--- config.mk ---
export PLATFORM = sky130hd
export DESIGN_NAME = mrc_cfg
export DESIGN_NICKNAME = d
export VERILOG_FILES = /design/src/rtl/core/mrc_pkg.sv /design/src/rtl/core/mrc_cfg.sv
export SDC_FILE = /design/constraint.sdc
export NUM_CORES = 1
export LEC_CHECK = 0
export BUFFER_PORTS_ARGS = -buffer_cell sky130_fd_sc_hd__buf_4
export CORE_UTILIZATION = 42
export CTS_CLUSTER_DIAMETER = 30
export DETAILED_ROUTE_END_ITERATION = 10
export HOLD_SLACK_MARGIN = 0.02
export MAX_ROUTING_LAYER = met4
export PLACE_DENSITY = 0.76
export SLEW_MARGIN = 20
export SYNTH_ARGS = -nofsm -noshare
export SYNTH_HDL_FRONTEND = slang
export SYNTH_SLANG_ARGS = --single-unit
--- constraint.sdc ---
create_clock -name clock -period 1.5 [get_ports clock]
set_input_delay 0.075 -clock clock [delete_from_list [all_inputs] [get_ports clock]]
set_output_delay 0.075 -clock clock [all_outputs]
set_load 0.02 [all_outputs]
--- src/rtl/core/mrc_pkg.sv ---
// ============================================================================
// Mixed-radix converter package
// Shared types, register indexes and sizing constants of the index converter.
// ============================================================================
package mrc_pkg;

   localparam int NumCoords     = 4;
   localparam int CoordW        = 16;
   localparam int LinW          = 32;
   localparam int TopW          = $clog2(NumCoords);
   localparam int DimsW         = 3;
   localparam int CsrIdxW       = 3;
   localparam int StepBits      = 4;
   localparam int StepsPerDiv   = LinW / StepBits;
   localparam int NumDivs       = NumCoords - 1;
   localparam int DivStages     = NumDivs * StepsPerDiv;
   localparam logic [DimsW-1:0] MaxDims = 3'd4;

   typedef enum logic [CsrIdxW-1:0] {
      CSR_DIMS = 3'd0,
      CSR_EXT0 = 3'd1,
      CSR_EXT1 = 3'd2,
      CSR_EXT2 = 3'd3,
      CSR_EXT3 = 3'd4
   } csr_index_type;

   typedef enum logic {
      OP_JOIN  = 1'b0,
      OP_SPLIT = 1'b1
   } op_type;

   // derived view of the configuration registers
   typedef struct packed {
      logic [NumCoords-1:0][CoordW-1:0] ext;
      logic [NumDivs-1:0][CoordW-1:0]   div;
      logic [DimsW-1:0]                 eff_dims;
      logic [TopW-1:0]                  top;
      logic                             zero_ext;
   } cfg_type;

   // one word in flight
   typedef struct packed {
      op_type                           op;
      logic                             err;
      logic [TopW-1:0]                  top;
      logic [LinW-1:0]                  n;
      logic [CoordW-1:0]                r;
      logic [NumCoords-1:0][CoordW-1:0] c;
   } item_type;

   typedef struct packed {
      op_type                           op;
      logic [LinW-1:0]                  linear;
      logic [NumCoords-1:0][CoordW-1:0] coord;
      logic                             err;
   } res_type;

endpackage

--- src/rtl/core/mrc_cfg.sv ---
// ============================================================================
// Mixed-radix converter configuration
// Register file for dimension count and extents, plus derived divisors.
// ============================================================================
module mrc_cfg
   import mrc_pkg::*;
(
   input  logic               clock,
   input  logic               reset,
   input  logic               csr_valid,
   output logic               csr_ready,
   input  logic [CsrIdxW-1:0] csr_index,
   input  logic [CoordW-1:0]  csr_data,
   output cfg_type            cfg
);

   logic [DimsW-1:0]                 dims_ff;
   logic [NumCoords-1:0][CoordW-1:0] ext_ff;

   assign csr_ready = 1'b1;

   always_ff @(posedge clock) begin
      if (reset) begin
         dims_ff <= DimsW'(1);
         for (int d = 0; d < NumCoords; d++) begin
            ext_ff[d] <= CoordW'(1);
         end
      end else if (csr_valid) begin
         unique case (csr_index_type'(csr_index))
            CSR_DIMS: dims_ff   <= csr_data[DimsW-1:0];
            CSR_EXT0: ext_ff[0] <= csr_data;
            CSR_EXT1: ext_ff[1] <= csr_data;
            CSR_EXT2: ext_ff[2] <= csr_data;
            CSR_EXT3: ext_ff[3] <= csr_data;
            default: ;
         endcase
      end
   end

   always_comb begin
      logic [DimsW-1:0] eff;
      if (dims_ff == '0) begin
         eff = DimsW'(1);
      end else if (dims_ff > MaxDims) begin
         eff = MaxDims;
      end else begin
         eff = dims_ff;
      end
      cfg.ext      = ext_ff;
      cfg.eff_dims = eff;
      cfg.top      = TopW'(eff - DimsW'(1));
      cfg.zero_ext = 1'b0;
      for (int d = 0; d < NumCoords; d++) begin
         if (DimsW'(d) < eff && ext_ff[d] == '0) begin
            cfg.zero_ext = 1'b1;
         end
      end
      // divide by one at and above the top dimension: quotient passes, remainder is zero
      for (int d = 0; d < NumDivs; d++) begin
         cfg.div[d] = (TopW'(d) < cfg.top) ? ext_ff[d] : CoordW'(1);
      end
   end

endmodule

==> run metrics, run 1 <==
fmax 0.596 GHz; critical path's slowest cell dfxtp_4; row count 30; antenna violations before repair 0; worst vdd ir 408 uV; layout cells sized above 1 a little under 50%; EDFF count, synth 0; Final Critical Period roughly 1700 ps; WP data required 1420 ps; IO buf count 139; critical path class reg2out; Slew @ Worst Pin just over 500 ps; die area 0.00773 mm2; first-pass GRT wire length 15.0 mm; TritonCTS clock tree built; MaxCap Viol Count 0; post-synthesis async set-or-reset flop share 0%; flops & latches, synth 67; clock skew 0 ps; layout net count 556; crit-path cells nor4_4 -> o2111ai_2 -> nor2_4 -> or3_4 -> buf_6; HP Start csr_data[7]; largest net degree at the start of global routing between 40 and 50; insertion delay to the later sink of the worst-skew pair roughly 340 ps; syn_nets 406; GR Util met3 5.09%; fillers 551; commonest non-fill, non-tap cell in the layout buf_4; Worst setup EP type output pin; RSZ-0062 raised after global routing yes; Hold Path Stages 3; fin worst setup slack -178 ps; Max Slew Vio Count 0; slowest stage delay, CP around 370 ps; status finished, violations left; P_leak 0.00200 uW; Post-Synthesis Cells 383; Mean Syn Cell Area around 8.1 um2; Final Hold Viols 0; die height 87.9 um; Post-Route WL 10.3 mm; relative slew slack roughly 66%; worst r2r src dims_ff[2]; Arr. time, crit path between 1500 and 2000 ps; die width 87.9 um; pwr/cell area 751 mW/mm2; CTS H-tree depth 3; clock sink count 67; Critical Path Start Type flop; # DRC 0; vias per cell ~5.1; # IOs between 100 and 150; Ys Warns 0; Overflow after GRT 0; Hold Path Sink cfg[61]; vias in the first global route approximately 2.9k; placed cell count 601; CTS root buf clkbuf_8; Pre-Repair DR Iteration Count 4; Finished Core Util 69.6%; FF-to-FF setup slack 600 ps; Finished Layout Cells 634; Worst Hold Class in2reg; Top FF cell, synth dfxtp_1; post-synth cell types 35; Post-DP HPWL 6.82 mm; antenna viol nets, final 0; worst r2r path cells 3; M2 GR Usage 42.6%; Top Usage Layer GRT met2; clk buf depth 2; sequential area share after synthesis 43.2%; crit-path max FO 4; Starting Density 44.7%; Core ar. 0.00694 mm2; initial DRC count 145; ant diodes 0; Setup Viol. Count Final 34; dpl ws 43.9 ps; Overall Global Routing Usage 27.2%; worst hold margin approximately 29 ps; commonest non-fill, non-tap cells in the layout 131 x buf_4, 114 x nand2_1, 55 x dfxtp_1; routed vias 3239; Reg clk slew, reported paths 70 ps; failing checks setup timing; synthesis-to-finish area growth 55.8%; Post-Route Setup TNS -3160 ps; met1 Usage GRT 34.1%; GP Congestion 0.842; final cycle utilization of the critical path 112%; total CTS buffers 9; DR WL/cell 16.3 um; Cell Area, Synth 0.00310 mm2; Reg-to-Reg End dims_ff[2]
## final cells by class
type	count	area [um2]	share of cell area [%]
clock buffer	10	128	2.64
tap	96	120	2.49
clock inverter	6	32.5	0.673
timing repair buffer	166	1400	28.9
multi-input combinational	286	1780	36.8
sequential	67	1360	28.2
inverter	3	13.8	0.285
## worst max-delay path: cells and delay by family, from the launching register on
kind	cells	cell delay (ps)
buffers and inverters	1	110
flip-flops	1	370
AND/OR/NAND/NOR	3	600
AO/OA/AOI/OAI	1	190
## worst max-delay path by stage
stage / start / endpoint / slack [ps] / cells past startpoint
floorplan: dims_ff[2] / cfg[23] / 4 / 6
global placement: cfg[74] / cfg[0] / 10 / 6
detailed placement: cfg[74] / cfg[0] / 40 / 6
CTS: cfg[78] / cfg[0] / -170 / 5
global route: cfg[94] / cfg[0] / -260 / 5
finish: cfg[78] / cfg[0] / -180 / 5
## layer usage
layer	up-vias	part of all wire, %
met1	1516	42
met4	0	2.6
met2	136	49
met3	25	5.9
met5	-	0
li1	1562	-
## registers in the layout, summed over array words and instances (netlist names)
| signal | cells |
|---|---|
| dims_ff | 3 |
| cfg | 64 |
## metrics by stage
stage / total power, uW / instance area (um2)
3_3_place_gp: 2320 / 4200
5_1_grt: 3770 / 4830
6_report: 3630 / 4830
2_1_floorplan: 2130 / 3140
3_5_place_dp: 2330 / 4200
4_1_cts: 3610 / 4690
## cell families after synthesis
logic type                 share of synthesized area, %
muxes                                             0.645
AOI/OAI and AO/OA                                  14.1
other                                             0.121
DFF                                                43.2
adders and majority gates                         0.403
and+or+nand+nor                                    35.1
buffers and inverters                              6.45
## synthesized netlist by cell type, types with 2 or more instances
cell type | n | area [um2]
nand2_2 | 14 | 87.6
buf_4 | 3 | 22.5
nor2_1 | 5 | 18.8
clkbuf_1 | 11 | 41.3
nand3b_1 | 4 | 30.0
nor4_1 | 15 | 93.8
nand4_1 | 3 | 18.8
and2_1 | 31 | 194
dfxtp_1 | 67 | 1340
and3b_1 | 2 | 17.5
inv_1 | 3 | 11.3
nand3_1 | 2 | 10.0
nand2_1 | 114 | 428
buf_12 | 2 | 40.0
mux2i_1 | 2 | 20.0
a21oi_1 | 34 | 170
nor2b_1 | 16 | 100
buf_6 | 5 | 56.3
a21oi_2 | 27 | 236
nand2b_1 | 3 | 18.8
nand3b_2 | 2 | 22.5
buf_2 | 5 | 25.0
## where the power goes
| group | internal, uW | switching [uW] |
|---|---|---|
| logic | 217 | 281 |
| clock network | 585 | 685 |
| registers | 1820 | 47.9 |
| total | 2620 | 1010 |
## repair_timing
| item | CTS | global route |
|---|---|---|
| hold buffers | 10 | 1 |
| endpoints found under the setup margin | 34 | 34 |
| hold endpoints to repair | 16 | 1 |
| setup buffers | 5 | 1 |
| gates resized for setup | 56 | 22 |
| pin swaps | 15 | 3 |
| gates cloned | 0 | 1 |
(Power assumes the default switching activity.)
==> run 2: changes to the inputs <==
--- a/config.mk
+++ b/config.mk
@@ -6,12 +6,11 @@
 export NUM_CORES = 1
 export LEC_CHECK = 0
 export BUFFER_PORTS_ARGS = -buffer_cell sky130_fd_sc_hd__buf_4
-export CORE_UTILIZATION = 42
+export CORE_UTILIZATION = 30
 export CTS_CLUSTER_DIAMETER = 30
 export DETAILED_ROUTE_END_ITERATION = 10
 export HOLD_SLACK_MARGIN = 0.02
 export MAX_ROUTING_LAYER = met4
-export PLACE_DENSITY = 0.76
 export SLEW_MARGIN = 20
 export SYNTH_ARGS = -nofsm -noshare
 export SYNTH_HDL_FRONTEND = slang
==> constraint.sdc (replaced) <==
create_clock -name clock -period 1.9 [get_ports clock]
set_input_delay 0.095 -clock clock [delete_from_list [all_inputs] [get_ports clock]]
set_output_delay 0.095 -clock clock [all_outputs]
set_load 0.02 [all_outputs]
==> run 2 against run 1 <==
Highest routed layer unchanged. Sequential power fell by 21%. Sequential share of layout area rose by 2.4 points. Core utilization fell by 25 points. Setup slack improved by 300 ps. Wire length rose by 0.18%. Worst hold slack improved by 6.2 ps. The flow now finishes without violations. Largest cell class unchanged.
==> run metrics, run 2 (synthesis gave the netlist of run 1 again) <==
Final Critical Period 1780 ps; status complete, no violations; metal2 WL 4.76 mm (-6.2%); routed vias 3090 (-4.6%); worst r2r path cells 3 (unchanged); Top Layer Used met4; P_leak 0.00185 uW (-7.9%); IO buf count 139 (unchanged); fmax 0.563 GHz; antenna viol nets, final 0 (unchanged); Pre-Repair DR Iteration Count 5 (+1); final cycle utilization of the critical path 93.5%; clock sink count 67 (unchanged); CTS root buf clkbuf_8; TritonCTS clock tree built; ant diodes 0 (unchanged); Setup Viol. Count Final 0 (-100%); Reg clk slew, reported paths 70 ps (about the same); Worst Hold Class in2reg; layout cells sized above 1 42.6% (-6.3 points); Max Slew Vio Count 0 (unchanged); WP data required 1800 ps (+380 ps); row count 36 (+20%); commonest non-fill, non-tap cells in the layout 144 x buf_4, 114 x nand2_1, 65 x dfxtp_1; antenna violations before repair 0 (unchanged); synthesis-to-finish area growth 41.5%; Overall Global Routing Usage 19.8% (-7.4 points); largest net degree at the start of global routing 56 (+30%); Post CTS Setup Buffer Count 0 (-5); Reg-to-Reg End dims_ff[2]; Hold Path Sink dims_ff[0]; Post-DP HPWL 7.48 mm (+9.6%); Final Hold Viols 0 (unchanged); clk buf depth 2 (unchanged); commonest non-fill, non-tap cell in the layout buf_4; die width 104 um (+18%); layout net count 534 (-4.0%); Finished Core Util 44.3% (-25 points); RSZ-0062 raised after global routing no; relative slew slack 56.5% (-9.2 points); Worst setup EP type output pin; GP Congestion 0.799 (-5.1%); CTS H-tree depth 3 (unchanged); vias in the first global route 2901 (+0.10%); worst vdd ir 265 uV (-35%); M1 WL 4.92 mm (+13%); Critical Path Source cfg[81]; Post-Route Setup TNS 0 ps (+3160 ps); insertion delay to the later sink of the worst-skew pair 330 ps (about the same); Hold Path Stages 2 (-1); die height 104 um (+18%); Starting Density 31.3% (-13 points); Post-Route WL 10.3 mm (+0.18%); vias per cell 4.78 (-6.5%); Slew @ Worst Pin 653 ps (+139 ps); critical path class reg2out; # DRC 0 (unchanged); pwr/cell area 669 mW/mm2 (-11%); MaxCap Viol Count 0 (unchanged); initial DRC count 153 (+5.5%); HP Start csr_data[0]; FF-to-FF setup slack 1030 ps (+430 ps); die area 0.0107 mm2 (+39%); worst r2r src dims_ff[2]; Overflow after GRT 0 (unchanged); first-pass GRT wire length 16.0 mm (+6.4%); fin area 0.00439 mm2 (-9.2%); crit-path max FO 4 (unchanged); Post-CTS Hold Fix Bufs 0 (-10); DR WL/cell 16.0 um (-1.8%); Core ar. 0.00991 mm2 (+43%); clock skew 0 ps (unchanged); total CTS buffers 9 (unchanged); fillers 1008 (+83%); Arr. time, crit path 1680 ps (+80 ps); max reg flops 64 (unchanged); area post-placement 0.00419 mm2 (-0.33%); Routed met3 length 503 um (-18%); # IOs 141 (unchanged); Critical Path Start Type flop
run 2: cell types whose count changed in the layout (fill, tap and decap cells not counted), moves of 4 or more:
cell / before / now
and2_2: 1 / 10
and2_4: 9 / 0
buf_4: 131 / 144
buf_6: 21 / 0
dfxtp_1: 55 / 65
dfxtp_2: 9 / 2
dlygate4sd3_1: 11 / 0
nor2b_1: 10 / 16
nor2b_4: 7 / 1
nor4_1: 5 / 12
nor4_4: 4 / 0
run 2: layout make-up:
class                   count  area [um2]  area share, %
clock buffers              11         141           3.22
clock inverters             3        40.0          0.912
inverters                   3        11.3          0.257
multi-input cells         286        1600           36.6
flip-flops and latches     67        1340           30.6
well taps                 133         166           3.79
repair buffers            144        1080           24.6
run 2: what timing repair did:
action / 4_1_cts / 5_1_grt
setup endpoints to repair: 0 / 17
resized for setup: 0 / 5
endpoints found under the hold margin: 0 / 0
run 2: where the power goes:
part	total, uW	switching (uW)	internal [uW]
Combinational	338	210	128
Sequential	1470	32.4	1440
Clock	1130	508	624
Total	2940	750	2190
run 2: per-stage QoR:
stage	total power [uW]	worst slack [ps]	hold slack (ps)	cells
5_1_grt	3050	2.87	32.1	647
4_1_cts	2960	44.9	26.7	647
3_5_place_dp	1840	409	385	633
3_3_place_gp	1830	429	383	633
2_1_floorplan	1680	36.0	213	383
6_report	2940	124	34.8	647
run 2: per-layer routing:
metal | up-vias | track usage, %
met5 | - | -
met4 | 0 | 7.14
met3 | 20 | 3.15
met2 | 117 | 30.8
met1 | 1444 | 26.1
li1 | 1509 | -
run 2: critical path: stages (launching register included):
cell and delay [ps]:
dfxtp_1 330, or4_1 540, nor2_1 200, or3_1 150, buf_4 140
run 2: worst max-delay path by stage:
stage	cells after the start	end	slack (ps)
after floorplan	6	cfg[23]	40
final	4	cfg[0]	120
after detailed placement	5	cfg[0]	410
after global routing	5	cfg[0]	3
after CTS	5	cfg[0]	40
after global placement	4	cfg[0]	430
